[config.mk]
export PLATFORM = sky130hd
export DESIGN_NAME = priority_sound_command_scheduler_top_flat
export DESIGN_NICKNAME = d
export VERILOG_FILES = /design/src/rtl/psc_pkg.sv /design/src/rtl/psc_ifs.sv /design/src/rtl/psc_frame_ser.sv /design/src/rtl/priority_sound_command_scheduler_top.sv /design/src/flat_wrapper.sv
export SDC_FILE = /design/constraint.sdc
export NUM_CORES = 1
export LEC_CHECK = 0
export BUFFER_PORTS_ARGS = -buffer_cell sky130_fd_sc_hd__buf_2
export CORE_UTILIZATION = 32
export CTS_CLUSTER_DIAMETER = 50
export DETAILED_ROUTE_END_ITERATION = 8
export PLACE_DENSITY = 0.44
export SETUP_SLACK_MARGIN = 0.1
export SYNTH_ARGS = -nofsm -noshare
export SYNTH_HDL_FRONTEND = slang
export SYNTH_HIERARCHICAL = 1
export SYNTH_SLANG_ARGS = --single-unit
export TNS_END_PERCENT = 5
[constraint.sdc]
create_clock -name clk -period 5.26 [get_ports clk]
set_clock_uncertainty 0.2 [all_clocks]
set_input_delay 0.263 -clock clk [delete_from_list [all_inputs] [get_ports clk]]
set_output_delay 0.263 -clock clk [all_outputs]
set_load 0.1 [all_outputs]
[src/rtl/psc_pkg.sv]
// psc_pkg: shared types, codes and the command frame builder for the
// priority sound command scheduler; no dependencies
`timescale 1ns / 1ps
`default_nettype none
package psc_pkg;

  // request codes carried in req_type
  typedef enum logic [1:0] {
    REQ_TICK   = 2'd0,
    REQ_PLAY   = 2'd1,
    REQ_VOLUME = 2'd2,
    REQ_INIT   = 2'd3
  } req_e;

  // configuration register indexes
  typedef enum logic [1:0] {
    CFG_GAP     = 2'd0,
    CFG_TIMEOUT = 2'd1,
    CFG_DEFVOL  = 2'd2,
    CFG_UNUSED  = 2'd3
  } cfg_e;

  // frame layout and command codes
  localparam logic [7:0] FR_START   = 8'h7E;
  localparam logic [7:0] FR_VERSION = 8'hFF;
  localparam logic [7:0] FR_LENGTH  = 8'h06;
  localparam logic [7:0] FR_FEEDBK  = 8'h00;
  localparam logic [7:0] FR_END     = 8'hEF;
  localparam logic [7:0] CMD_PLAY   = 8'h03;
  localparam logic [7:0] CMD_VOLUME = 8'h06;
  localparam logic [7:0] CMD_RESET  = 8'h0C;
  localparam logic [7:0] MAX_VOL    = 8'd30;

  localparam int FRAME_LEN = 10;
  localparam int RUN_IDX_W = 5;
  localparam logic [RUN_IDX_W-1:0] LAST_ONE = RUN_IDX_W'(FRAME_LEN - 1);
  localparam logic [RUN_IDX_W-1:0] LAST_TWO = RUN_IDX_W'(2 * FRAME_LEN - 1);
  localparam logic [RUN_IDX_W-1:0] SECOND_START = RUN_IDX_W'(FRAME_LEN);

  // configuration reset values
  localparam logic [15:0] GAP_RESET     = 16'd100;
  localparam logic [15:0] TIMEOUT_RESET = 16'd5000;
  localparam logic [4:0]  DEFVOL_RESET  = 5'd20;

  // description of the results caused by one request beat
  typedef struct packed {
    logic [1:0] nframes;   // 0 status only, 1 or 2 frames
    logic [7:0] cmd_a;     // first frame command
    logic [7:0] p2_a;      // first frame second parameter
    logic [7:0] p2_b;      // second frame (always volume) parameter
    logic       playing;   // playing flag after the request
  } run_t;

  // byte at position pos of a frame; parameter 1 is always zero
  function automatic logic [7:0] frame_byte_at(input logic [7:0] cmd,
                                               input logic [7:0] p2,
                                               input logic [3:0] pos);
    logic [15:0] sum;
    logic [15:0] chk;
    logic [7:0]  b;
    sum = 16'(FR_VERSION) + 16'(FR_LENGTH) + 16'(cmd) + 16'(p2);
    chk = 16'(0) - sum;
    case (pos)
      4'd0: b = FR_START;
      4'd1: b = FR_VERSION;
      4'd2: b = FR_LENGTH;
      4'd3: b = cmd;
      4'd4: b = FR_FEEDBK;
      4'd5: b = 8'h00;
      4'd6: b = p2;
      4'd7: b = chk[15:8];
      4'd8: b = chk[7:0];
      4'd9: b = FR_END;
      default: b = 8'h00;
    endcase
    return b;
  endfunction

endpackage
`default_nettype wire

[src/rtl/psc_ifs.sv]
// psc_req_if / psc_res_if: valid-ready channels of the scheduler
// depends on nothing
`timescale 1ns / 1ps
`default_nettype none
interface psc_req_if;
  logic       valid;
  logic       ready;
  logic [1:0] req_type;
  logic [7:0] sound_track;
  logic [1:0] request_priority;
  logic [7:0] volume_level;

  modport source (output valid, req_type, sound_track, request_priority, volume_level,
                  input ready);
  modport sink (input valid, req_type, sound_track, request_priority, volume_level,
                output ready);
endinterface

interface psc_res_if;
  logic       valid;
  logic       ready;
  logic       byte_valid;
  logic [7:0] frame_byte;
  logic       last_of_run;
  logic       is_playing;

  modport source (output valid, byte_valid, frame_byte, last_of_run, is_playing,
                  input ready);
  modport sink (input valid, byte_valid, frame_byte, last_of_run, is_playing,
                output ready);
endinterface
`default_nettype wire

[src/rtl/psc_frame_ser.sv]
// psc_frame_ser: holds one run description and plays it out as result beats
// depends on psc_pkg and psc_res_if
`timescale 1ns / 1ps
`default_nettype none
module psc_frame_ser (
  input  wire logic         clk,
  input  wire logic         rst,
  input  wire logic         desc_valid,
  output logic              desc_ready,
  input  psc_pkg::run_t     desc,
  psc_res_if.source         res
);
  import psc_pkg::*;

  logic                 run_valid;
  run_t                 run;
  logic [RUN_IDX_W-1:0] idx;
  logic                 out_load;
  logic                 is_last;
  logic                 in_second;
  logic [3:0]           pos_full;
  logic [7:0]           byte_next;

  // position within the run
  always_comb begin
    in_second = (idx >= SECOND_START);
    pos_full  = in_second ? 4'(idx - SECOND_START) : idx[3:0];
    case (run.nframes)
      2'd0:    is_last = 1'b1;
      2'd1:    is_last = (idx == LAST_ONE);
      2'd2:    is_last = (idx == LAST_TWO);
      default: is_last = 1'b1;
    endcase
    if (run.nframes == 2'd0) begin
      byte_next = 8'h00;
    end else if (in_second) begin
      byte_next = frame_byte_at(CMD_VOLUME, run.p2_b, pos_full);
    end else begin
      byte_next = frame_byte_at(run.cmd_a, run.p2_a, pos_full);
    end
  end

  assign out_load   = run_valid && (!res.valid || res.ready);
  assign desc_ready = !run_valid || (out_load && is_last);

  // run register and byte index
  always_ff @(posedge clk) begin
    if (rst) begin
      run_valid <= 1'b0;
      idx       <= '0;
    end else begin
      if (out_load) begin
        idx <= is_last ? '0 : idx + 1'b1;
      end
      if (desc_valid && desc_ready) begin
        run_valid <= 1'b1;
      end else if (out_load && is_last) begin
        run_valid <= 1'b0;
      end
    end
  end

  always_ff @(posedge clk) begin
    if (desc_valid && desc_ready) begin
      run <= desc;
    end
  end

  // result register
  always_ff @(posedge clk) begin
    if (rst) begin
      res.valid <= 1'b0;
    end else if (out_load) begin
      res.valid <= 1'b1;
    end else if (res.ready) begin
      res.valid <= 1'b0;
    end
  end

  always_ff @(posedge clk) begin
    if (out_load) begin
      res.byte_valid  <= (run.nframes != 2'd0);
      res.frame_byte  <= byte_next;
      res.last_of_run <= is_last;
      res.is_playing  <= run.playing;
    end
  end

  // a status-only beat always closes its run
  a_status_last: assert property (@(posedge clk) disable iff (rst)
    res.valid && !res.byte_valid |-> res.last_of_run)
    else $error("status beat without last_of_run");

  // index never runs past a two-frame run
  a_idx_range: assert property (@(posedge clk) disable iff (rst)
    idx <= LAST_TWO)
    else $error("run index out of range");

  // an idle serializer keeps its index at the start
  a_idle_idx: assert property (@(posedge clk) disable iff (rst)
    !run_valid |-> idx == '0)
    else $error("index not cleared when idle");

endmodule
`default_nettype wire

[src/rtl/priority_sound_command_scheduler_top.sv]
// priority_sound_command_scheduler_top: request decode, scheduler state and
// configuration; depends on psc_pkg, psc_ifs and psc_frame_ser
//
// Usage: request beats (tick, play, set volume, init) arrive on req; each
// beat causes a run of result beats on res: one status beat when no frame is
// sent, ten frame bytes for a play or volume command, twenty for init (reset
// frame then volume frame). last_of_run marks the final beat of each run.
// The state is updated in the cycle a request is taken; its run description
// sits in a one-entry run register and is played out one beat per cycle,
// while the receiver takes beats, through a result register; the first
// result beat passes the run register and then the result register.
// Throughput: one request per cycle while runs are single status beats and
// the receiver keeps up; a frame run holds the run register until its 10 or
// 20 beats are loaded. req.ready is high whenever the run register is free
// or its last beat is being loaded into the result register.
// Reset clears all flags, both tick counters and the pending slot, and loads
// the configuration defaults (gap 100, timeout 5000, volume 20).
// A stalled receiver holds the result register; the run register then
// fills and req.ready drops until beats drain.
`timescale 1ns / 1ps
`default_nettype none
module priority_sound_command_scheduler_top #(
  parameter int TICK_COUNT_BITS = 16
) (
  input  wire logic        clk,
  input  wire logic        rst,
  input  wire logic        cfg_we,
  input  wire logic [1:0]  cfg_index,
  input  wire logic [15:0] cfg_data,
  psc_req_if.sink          req,
  psc_res_if.source        res
);
  import psc_pkg::*;

  localparam int CMP_W = (TICK_COUNT_BITS > 16) ? TICK_COUNT_BITS : 16;

  // configuration
  logic [15:0] command_gap_ticks;
  logic [15:0] play_timeout_ticks;
  logic [4:0]  default_volume;

  // scheduler state
  logic       ready_flag, ready_flag_next;
  logic       playing_flag, playing_flag_next;
  logic [1:0] current_priority, current_priority_next;
  logic       pending_flag, pending_flag_next;
  logic [7:0] pending_track, pending_track_next;
  logic [1:0] pending_priority, pending_priority_next;
  logic [TICK_COUNT_BITS-1:0] since_command, since_command_next;
  logic [TICK_COUNT_BITS-1:0] since_play_start, since_play_start_next;

  logic                       accept;
  logic                       desc_ready;
  run_t                       desc;
  req_e                       kind;
  logic [TICK_COUNT_BITS-1:0] sc_inc, sp_inc;
  logic [7:0]                 vol_clamped;
  logic [7:0]                 defvol_clamped;

  assign accept    = req.valid && req.ready;
  assign req.ready = desc_ready;
  assign kind      = req_e'(req.req_type);

  // configuration writes
  always_ff @(posedge clk) begin
    if (rst) begin
      command_gap_ticks  <= GAP_RESET;
      play_timeout_ticks <= TIMEOUT_RESET;
      default_volume     <= DEFVOL_RESET;
    end else if (cfg_we) begin
      case (cfg_e'(cfg_index))
        CFG_GAP:     command_gap_ticks  <= cfg_data;
        CFG_TIMEOUT: play_timeout_ticks <= cfg_data;
        CFG_DEFVOL:  default_volume     <= cfg_data[4:0];
        default:     ;
      endcase
    end
  end

  // saturating counters and clamps
  always_comb begin
    sc_inc = (&since_command) ? since_command : since_command + 1'b1;
    sp_inc = (&since_play_start) ? since_play_start : since_play_start + 1'b1;
    vol_clamped    = (req.volume_level > MAX_VOL) ? MAX_VOL : req.volume_level;
    defvol_clamped = (8'(default_volume) > MAX_VOL) ? MAX_VOL : 8'(default_volume);
  end

  // next state and run description
  always_comb begin
    ready_flag_next       = ready_flag;
    playing_flag_next     = playing_flag;
    current_priority_next = current_priority;
    pending_flag_next     = pending_flag;
    pending_track_next    = pending_track;
    pending_priority_next = pending_priority;
    since_command_next    = since_command;
    since_play_start_next = since_play_start;
    desc.nframes = 2'd0;
    desc.cmd_a   = CMD_PLAY;
    desc.p2_a    = 8'h00;
    desc.p2_b    = defvol_clamped;
    case (kind)
      REQ_TICK: begin
        since_command_next    = sc_inc;
        since_play_start_next = sp_inc;
        if (ready_flag) begin
          if (playing_flag && (CMP_W'(sp_inc) >= CMP_W'(play_timeout_ticks))) begin
            playing_flag_next     = 1'b0;
            current_priority_next = 2'd0;
          end
          if (pending_flag && (CMP_W'(sc_inc) >= CMP_W'(command_gap_ticks))) begin
            desc.nframes          = 2'd1;
            desc.cmd_a            = CMD_PLAY;
            desc.p2_a             = pending_track;
            playing_flag_next     = 1'b1;
            current_priority_next = pending_priority;
            since_play_start_next = '0;
            since_command_next    = '0;
            pending_flag_next     = 1'b0;
          end
        end
      end
      REQ_PLAY: begin
        if (ready_flag && (!playing_flag || req.request_priority >= current_priority)) begin
          pending_track_next    = req.sound_track;
          pending_priority_next = req.request_priority;
          pending_flag_next     = 1'b1;
        end
      end
      REQ_VOLUME: begin
        if (ready_flag) begin
          desc.nframes       = 2'd1;
          desc.cmd_a         = CMD_VOLUME;
          desc.p2_a          = vol_clamped;
          since_command_next = '0;
        end
      end
      default: begin
        desc.nframes          = 2'd2;
        desc.cmd_a            = CMD_RESET;
        desc.p2_a             = 8'h00;
        ready_flag_next       = 1'b1;
        playing_flag_next     = 1'b0;
        current_priority_next = 2'd0;
        since_command_next    = '0;
      end
    endcase
    desc.playing = playing_flag_next;
  end

  // state registers
  always_ff @(posedge clk) begin
    if (rst) begin
      ready_flag       <= 1'b0;
      playing_flag     <= 1'b0;
      current_priority <= 2'd0;
      pending_flag     <= 1'b0;
      pending_track    <= 8'h00;
      pending_priority <= 2'd0;
      since_command    <= '0;
      since_play_start <= '0;
    end else if (accept) begin
      ready_flag       <= ready_flag_next;
      playing_flag     <= playing_flag_next;
      current_priority <= current_priority_next;
      pending_flag     <= pending_flag_next;
      pending_track    <= pending_track_next;
      pending_priority <= pending_priority_next;
      since_command    <= since_command_next;
      since_play_start <= since_play_start_next;
    end
  end

  psc_frame_ser u_ser (
    .clk        (clk),
    .rst        (rst),
    .desc_valid (req.valid),
    .desc_ready (desc_ready),
    .desc       (desc),
    .res        (res)
  );

  // nothing plays before init
  a_play_needs_init: assert property (@(posedge clk) disable iff (rst)
    !ready_flag |-> !playing_flag)
    else $error("playing before init");

  // init always leaves the block ready and silent
  a_init_effect: assert property (@(posedge clk) disable iff (rst)
    accept && kind == REQ_INIT |=> ready_flag && !playing_flag && since_command == '0)
    else $error("init did not take effect");

  // a play frame leaves the pending slot empty and playback started
  a_play_sent: assert property (@(posedge clk) disable iff (rst)
    accept && kind == REQ_TICK && desc.nframes == 2'd1 |=>
      !pending_flag && playing_flag && since_play_start == '0)
    else $error("play frame without state update");

endmodule
`default_nettype wire
[src/flat_wrapper.sv]
// flat-port wrapper written by rule: the top's interface ports become plain ports
module priority_sound_command_scheduler_top_flat import psc_pkg::*;
#(
  parameter int TICK_COUNT_BITS = 16
)
  (clk, rst, cfg_we, cfg_index, cfg_data, req_valid, req_req_type, req_sound_track, req_request_priority, req_volume_level, req_ready, res_valid, res_byte_valid, res_frame_byte, res_last_of_run, res_is_playing, res_ready);
  psc_req_if req_i ();
  psc_res_if res_i ();
  input  wire logic clk;
  input  wire logic rst;
  input  wire logic cfg_we;
  input  wire logic [1:0] cfg_index;
  input  wire logic [15:0] cfg_data;
  input wire logic [$bits(req_i.valid)-1:0] req_valid;
  input wire logic [$bits(req_i.req_type)-1:0] req_req_type;
  input wire logic [$bits(req_i.sound_track)-1:0] req_sound_track;
  input wire logic [$bits(req_i.request_priority)-1:0] req_request_priority;
  input wire logic [$bits(req_i.volume_level)-1:0] req_volume_level;
  output wire logic [$bits(req_i.ready)-1:0] req_ready;
  output wire logic [$bits(res_i.valid)-1:0] res_valid;
  output wire logic [$bits(res_i.byte_valid)-1:0] res_byte_valid;
  output wire logic [$bits(res_i.frame_byte)-1:0] res_frame_byte;
  output wire logic [$bits(res_i.last_of_run)-1:0] res_last_of_run;
  output wire logic [$bits(res_i.is_playing)-1:0] res_is_playing;
  input wire logic [$bits(res_i.ready)-1:0] res_ready;
  assign req_i.valid = req_valid;
  assign req_i.req_type = req_req_type;
  assign req_i.sound_track = req_sound_track;
  assign req_i.request_priority = req_request_priority;
  assign req_i.volume_level = req_volume_level;
  assign req_ready = req_i.ready;
  assign res_valid = res_i.valid;
  assign res_byte_valid = res_i.byte_valid;
  assign res_frame_byte = res_i.frame_byte;
  assign res_last_of_run = res_i.last_of_run;
  assign res_is_playing = res_i.is_playing;
  assign res_i.ready = res_ready;
  priority_sound_command_scheduler_top #(.TICK_COUNT_BITS(TICK_COUNT_BITS)) u_core (.clk(clk), .rst(rst), .cfg_we(cfg_we), .cfg_index(cfg_index), .cfg_data(cfg_data), .req(req_i), .res(res_i));
endmodule
==> results of run 1 <==
-- through the flow --
stage / setup slack (ns) / util, %
global placement: 0.939 / 35.1
CTS: 0.890 / 38.6
finish: 0.926 / 38.6
detailed placement: 0.909 / 35.1
floorplan: 1.51 / -
global route: 0.628 / 38.6
-- per-layer routing --
metal / up-vias / wire (um) / track usage [%]
met5: - / 0 / 0
met2: 146 / 11800 / 32.9
met1: 3378 / 11400 / 24.1
met3: 24 / 812 / 2.92
li1: 3680 / - / -
met4: 0 / 364 / 5.52
-- final cells by class --
class                           count  area share (%)
Sequential cell                   129            30.3
Timing Repair Buffer              100            7.07
Inverter                           87            3.34
Clock buffer                       23            5.13
Tap cell                          330            4.23
Multi-Input combinational cell    717            49.4
Clock inverter                      8           0.525
-- logic make-up after synthesis --
| family | share of synthesized area, % |
|---|---|
| buf+inv | 6.78 |
| xor+xnor | 2.95 |
| flops | 35.7 |
| compound gates | 21.9 |
| fa+ha+maj | 10.2 |
| mux | 2.85 |
| other cells | 0.0451 |
| simple gates | 19.7 |
-- sequential cells by signal, summed over array words and instances, names as in the netlist, 2 cells and up --
signal	cells
u_core/u_ser/run	27
u_core/command_gap_ticks	16
u_core/play_timeout_ticks	16
u_core/since_command	16
u_core/since_play_start	16
u_core/pending_track	8
u_core/u_ser/res.frame_byte	8
u_core/default_volume	5
u_core/u_ser/idx	5
u_core/current_priority	2
u_core/pending_priority	2
-- placed cells by master (no fill, tap or decap), types with 8 or more instances in the layout --
master	instances
nand2b_1	12
dlygate4sd3_1	31
edfxtp_1	38
mux2i_1	18
and3_1	23
o211ai_1	17
dfxtp_1	91
nand4_1	15
ha_1	66
nand2_1	125
o21ai_1	8
inv_1	87
o21ai_0	37
clkbuf_16	19
buf_2	55
nor3_1	10
xor2_1	10
and2_1	8
buf_4	14
a21oi_1	64
a31oi_1	17
nor2_1	69
nand3_1	33
xnor2_1	18
a32o_1	10
-- power by group --
part,switching [mW],total (mW),internal [mW]
clock network,0.456,1.12,0.667
registers,0.0237,1.08,1.06
logic,0.237,0.365,0.128
total,0.717,2.57,1.86
-- worst max-delay path, stage by stage, from the launching register on --
cell and delay, ns:
dfxtp_1 0.42, ha_1 0.21, and2_1 0.18, nand3_1 0.25, or2_1 0.44, xnor2_1 0.26
ha_1 0.27, nand2b_1 0.14, a2111oi_1 0.45, o311ai_2 0.23, o211ai_2 0.57, buf_4 0.30
nand4_1 0.15, o22ai_1 0.20
-- path summary, 6_finish.rpt --
| check | from | endpoint | depth (start not counted) |
|---|---|---|---|
| max | u_core/since_command[0]$_SDFFE_PP0P_ | u_core/since_command[5]$_SDFFE_PP0P_ | 13 |
| min | req_volume_level[1] | u_core/u_ser/run[10]$_DFFE_PP_ | 3 |
| max reg2reg | u_core/since_command[0]$_SDFFE_PP0P_ | u_core/since_command[5]$_SDFFE_PP0P_ | 13 |
| min reg2reg | u_core/command_gap_ticks[14]$_SDFFE_PP0P_ | u_core/command_gap_ticks[14]$_SDFFE_PP0P_ | 2 |
==> flow_metrics.tcl, run 1 <==
set metrics [dict create \
    clk_pin_slew_ns 0.06 \
    grt_pass1_wl_um 38700 \
    worst_slew_pin_slew_ns 1.25 \
    avgSynthCellArea_um2 8.52 \
    num_vias 7228 \
    ys_types 86 \
    drt_wl_total_um 24300 \
    drt_iter0_drc 416 \
    yosys-top-cells-count "nand2_1 (125), dfxtp_1 (91), inv_1 (87)" \
    ios 56 \
    postRouteAntennaNets 0 \
    design_area_mm2 0.00976 \
    critPathMaxFanout 15 \
    synth.area.top_cells "dfxtp_1 (22%), edfxtp_1 (14%), ha_1 (9.9%)" \
    tritoncts "built" \
    antenna_found_initial 0 \
    io_buffers 55 \
    cts_sinks 129 \
    drv_cap 0 \
    yosysTopAreaCell "dfxtp_1" \
    fp.dieH_um 163 \
    cts-root-buf "clkbuf_16" \
    hold_viol 0 \
    grt_max_degree 46 \
    critPathArrivalTime_ns 4.47 \
    status "complete, no violations" \
    synth_edf_count 38 \
    endpoint_kind "flop" \
    hpwl_um 18300 \
    tns_ns 0 \
    die_area_mm2 0.0266 \
    wl_per_cell_um 17.4 \
    synth_warnings 6 \
    post-synth-top-count-cell "nand2_1" \
    grt_overflow_total 0 \
    avgViaCountPerCell 5.19 \
    maxSlewViolCount 0 \
    place_congestion 0.856 \
    power_mw 2.57 \
    path_class "reg2reg" \
    required_ns 5.40 \
    hold_slack_ns 0.0406 \
    drtPass1Iterations 5 \
    fin_crit_sh_pct 82.4 \
    grt_pass1_vias 7042 \
    hold_path.class "in2reg" \
    start_util_pct 32.8 \
    rows 58 \
    postCtsResizedCells 0 \
    synth_cells 975 \
    antenna_cells 0 \
    track_usage_pct 19.0 \
    r2r_setup_slack_ns 0.93 \
    drc_errors 0 \
    core-area_mm2 0.0253 \
    vdd_drop_max_uv 167 \
    postCtsSetupRepairBufs 0 \
    multi_input_area_mm2 0.00482 \
    setup_viol 0 \
    seq_area_frac_synth_pct 35.7 \
    fmax_mhz 231 \
    slew_headroom_pct 16.4 \
    seqCellArea_mm2 0.00296 \
    layoutNonFillerInstCount 1394 \
    leakage_nw 3.90 \
    worst_skew_pair.late_latency_ns 0.42 \
    rsz0062_at_grt "false" \
    dp.cells 1332 \
    min_period_ns 4.33 \
    htree_levels 4 \
    fillCellCount 2624 \
    nNetsFinal 1162 \
    synth_top_area_share_pct 21.9 \
    drive_gt1_share_pct 11.6 \
    synth-main-ff-cell "dfxtp_1" \
    fp.dieW_um 163 \
    worst_setup_path_start_kind "flop" \
    area_growth_pct 17.5 \
    hold_buffers 31 \
    cts_buffers 17 \
    ys_seq_elements 129 \
    powerDensity_mw_per_mm2 263 \
    syn-cell-area_mm2 0.00831 \
    async_reset_ff_share_pct 0 \
    place_area_mm2 0.00890 \
    clk_path_buf_depth 2 \
]
Power figures use the tool's default switching activity.
==> run 2: changes to the inputs <==
--- a/config.mk
+++ b/config.mk
@@ -5,11 +5,12 @@
 export SDC_FILE = /design/constraint.sdc
 export NUM_CORES = 1
 export LEC_CHECK = 0
+export ABC_AREA = 1
 export BUFFER_PORTS_ARGS = -buffer_cell sky130_fd_sc_hd__buf_2
 export CORE_UTILIZATION = 32
 export CTS_CLUSTER_DIAMETER = 50
 export DETAILED_ROUTE_END_ITERATION = 8
-export PLACE_DENSITY = 0.44
+export PLACE_DENSITY = 0.45
 export SETUP_SLACK_MARGIN = 0.1
 export SYNTH_ARGS = -nofsm -noshare
 export SYNTH_HDL_FRONTEND = slang
==> constraint.sdc (replaced) <==
create_clock -name clk -period 3.6 [get_ports clk]
set_clock_uncertainty 0.2 [all_clocks]
set_input_delay 0.18 -clock clk [delete_from_list [all_inputs] [get_ports clk]]
set_output_delay 0.18 -clock clk [all_outputs]
set_load 0.1 [all_outputs]
==> run 2 against run 1 <==
Synthesized cell count grew 16%. Total power grew 53%. Combinational power grew 59%. Sequential share of layout area shrank 0.62 points. Area after synthesis grew 0.80%. Sequential cell count is the same. Count of clock-buffer cells in the layout shrank 2. Wire length shrank 12%. Worst setup slack lost 0.56 ns. Global-route usage shrank 2.0 points. Largest cell class unchanged.
==> flow_metrics.tcl, run 2 <==
set metrics [dict create \
    synth_top_area_share_pct 21.8 \
    layout_common_cells "nand2_1 (282), inv_1 (143), a21oi_1 (97)" \
    path_class "reg2reg" \
    io_buffers 55 \
    fin_crit_sh_pct 89.7 \
    cp_cell_sequence "ha_1 -> o21bai_1 -> nor2_1 -> xnor2_1 -> ha_1 -> ha_2 -> nand2_1 -> nand2_1 -> nand3_1 -> nand3_1 -> nand2_1 -> o21ai_0 -> nand2_1 -> nand2_1 -> nand3_1 -> nor2_1 -> nor2_1" \
    route.met3.wl_um 655 \
    reg2regPathDepth 17 \
    cts-root-buf "clkbuf_16" \
    synth_cells 1132 \
    syn-cell-area_mm2 0.00837 \
    critPathArrivalTime_ns 3.20 \
    dp_slack_ns 0.209 \
    crit_top_cell "nand2_1" \
    postRouteAntennaNets 0 \
    ios 56 \
    grt_overflow_total 0 \
    wl_per_cell_um 13.6 \
    die_area_mm2 0.0268 \
    whs_path_depth 5 \
    synth-main-ff-cell "dfxtp_1" \
    vdd_drop_max_uv 234 \
    ys_types 52 \
    clk_path_buf_depth 2 \
    drive_gt1_share_pct 14.7 \
    synth_warnings 6 \
    final_common_cell "nand2_1" \
    worst_skew_pair.late_latency_ns 0.42 \
    drtPass1Iterations 7 \
    rsz0062_at_grt "true" \
    avgSynthCellArea_um2 7.40 \
    num_vias 7256 \
    post-synth-top-count-cell "nand2_1" \
    rows 58 \
    htree_levels 4 \
    status "complete, no violations" \
    wl_met2_um 10300 \
    track_usage_pct 17.0 \
    grt_pass1_wl_um 35600 \
    tns_ns 0 \
    place_congestion 0.868 \
    start_util_pct 33.0 \
    fillCellCount 2747 \
    nNetsFinal 1338 \
    max_stage_delay_ns 0.44 \
    wl_met1_um 10200 \
    fin_ws_ns 0.370 \
    slew_headroom_pct 41.2 \
    drv_cap 0 \
    largest_register "u_core/u_ser/run" \
    leakage_nw 4.49 \
    hold_viol 0 \
    critPathBufInv 0 \
    critPathMaxFanout 5 \
    cts_sinks 129 \
    required_ns 3.57 \
    cts_buffers 17 \
    drc_errors 0 \
    min_period_ns 3.23 \
    hold_path.class "in2reg" \
    core-area_mm2 0.0254 \
    ys_seq_elements 129 \
    critPathSlowestCell "edfxtp_1" \
    largest_register_ffs 27 \
    seq_area_frac_synth_pct 35.4 \
    yosys-top-cells-count "nand2_1 (283), inv_1 (145), a21oi_1 (99)" \
    path_delay_family "adder cells" \
    highest_layer "met4" \
    grt_max_degree 55 \
    cp.depth 17 \
    antenna_found_initial 0 \
    hpwl_um 16500 \
    yosysTopAreaCell "dfxtp_1" \
    setup_viol 0 \
    maxSlewViolCount 0 \
    clk_pin_slew_ns 0.06 \
    r2r_setup_slack_ns 0.37 \
    drt_wl_total_um 21300 \
    hold_slack_ns 0.0609 \
    synth.area.top_cells "dfxtp_1 (22%), edfxtp_1 (14%), nand2_1 (13%)" \
    area_growth_pct 19.1 \
    fmax_mhz 310 \
    async_reset_ff_share_pct 0 \
    drt_iter0_drc 362 \
    worst_setup_path_start_kind "flop" \
    synth_edf_count 38 \
    worst_slew_pin_slew_ns 0.881 \
    grt_pass1_vias 7089 \
    endpoint_kind "flop" \
    fp.dieH_um 164 \
    tritoncts "built" \
    powerDensity_mw_per_mm2 395 \
    avgViaCountPerCell 4.62 \
    fp.dieW_um 164 \
    antenna_cells 0 \
]
-- run 2: stage by stage --
| step | total power, mW | std cells | utilization (%) | cell area, um2 |
|---|---|---|---|---|
| final | 3.94 | 1571 | 39.3 | 9980 |
| after global placement | 2.19 | 1503 | 35.4 | 8990 |
| after global routing | 4.15 | 1571 | 39.3 | 9980 |
| after floorplan | 2.04 | 1138 | - | 8400 |
| after detailed placement | 2.19 | 1503 | 35.4 | 8990 |
| after CTS | 4.00 | 1570 | 39.1 | 9940 |
-- run 2: layout make-up --
type                       count  area, um2  share of cell area, %
clock inverter                11        128                   1.28
multi-input combinational    810       4640                   46.6
timing repair buffer         103        723                   7.25
sequential                   129       2970                   29.7
tap                          330        413                   4.14
inverter                     167        632                   6.33
clock buffer                  21        472                   4.73
-- run 2: tightest hold or removal path, stage by stage --
cell	delay [ns]
buf_2	0.07
inv_1	0.04
a21oi_1	0.14
a21oi_1	0.05
nor2_1	0.08
-- run 2: layer usage --
| layer | track usage [%] | vias to the layer above |
|---|---|---|
| met5 | 0 | - |
| met1 | 21.1 | 3256 |
| met2 | 30.0 | 102 |
| li1 | - | 3884 |
| met4 | 4.50 | 0 |
| met3 | 3.06 | 14 |
-- run 2: final timing paths --
| check | start | end |
|---|---|---|
| setup / recovery | u_core/u_ser/run[17]$_DFFE_PP_ | u_core/u_ser/res.frame_byte[7]$_SDFFCE_PN0P_ |
| hold / removal | req_volume_level[1] | u_core/u_ser/run[10]$_DFFE_PP_ |
| setup reg to reg | u_core/u_ser/run[17]$_DFFE_PP_ | u_core/u_ser/res.frame_byte[7]$_SDFFCE_PN0P_ |
| hold reg to reg | u_core/u_ser/run[0]$_DFFE_PP_ | u_core/u_ser/res.is_playing$_DFFE_PP_ |
-- run 2: report_power, final --
part           leakage [nW]  internal (mW)  switching (mW)
logic                  3.10          0.203           0.379
registers              1.10           1.56          0.0364
clock network         0.293           1.08           0.678
total                  4.49           2.85            1.09
-- run 2: logic make-up (layout without fill, tap and decap cells) --
logic type / Yosys count / in the layout / synth area share [%]
other: 1 / 7 / 0.0448
buffers and inverters: 199 / 302 / 9.70
AND/OR/NAND/NOR: 517 / 517 / 29.1
adder cells (fa/ha/maj): 67 / 67 / 10.1
flip-flops: 129 / 129 / 35.4
AO/OA/AOI/OAI: 185 / 185 / 12.1
XOR/XNOR: 34 / 34 / 3.56
-- run 2: timing repair --
item,CTS,global route
endpoints found under the setup margin,0,34
buffers inserted,0,1
gates resized for setup,0,13
hold endpoints to repair,49,0
hold buffers,35,0
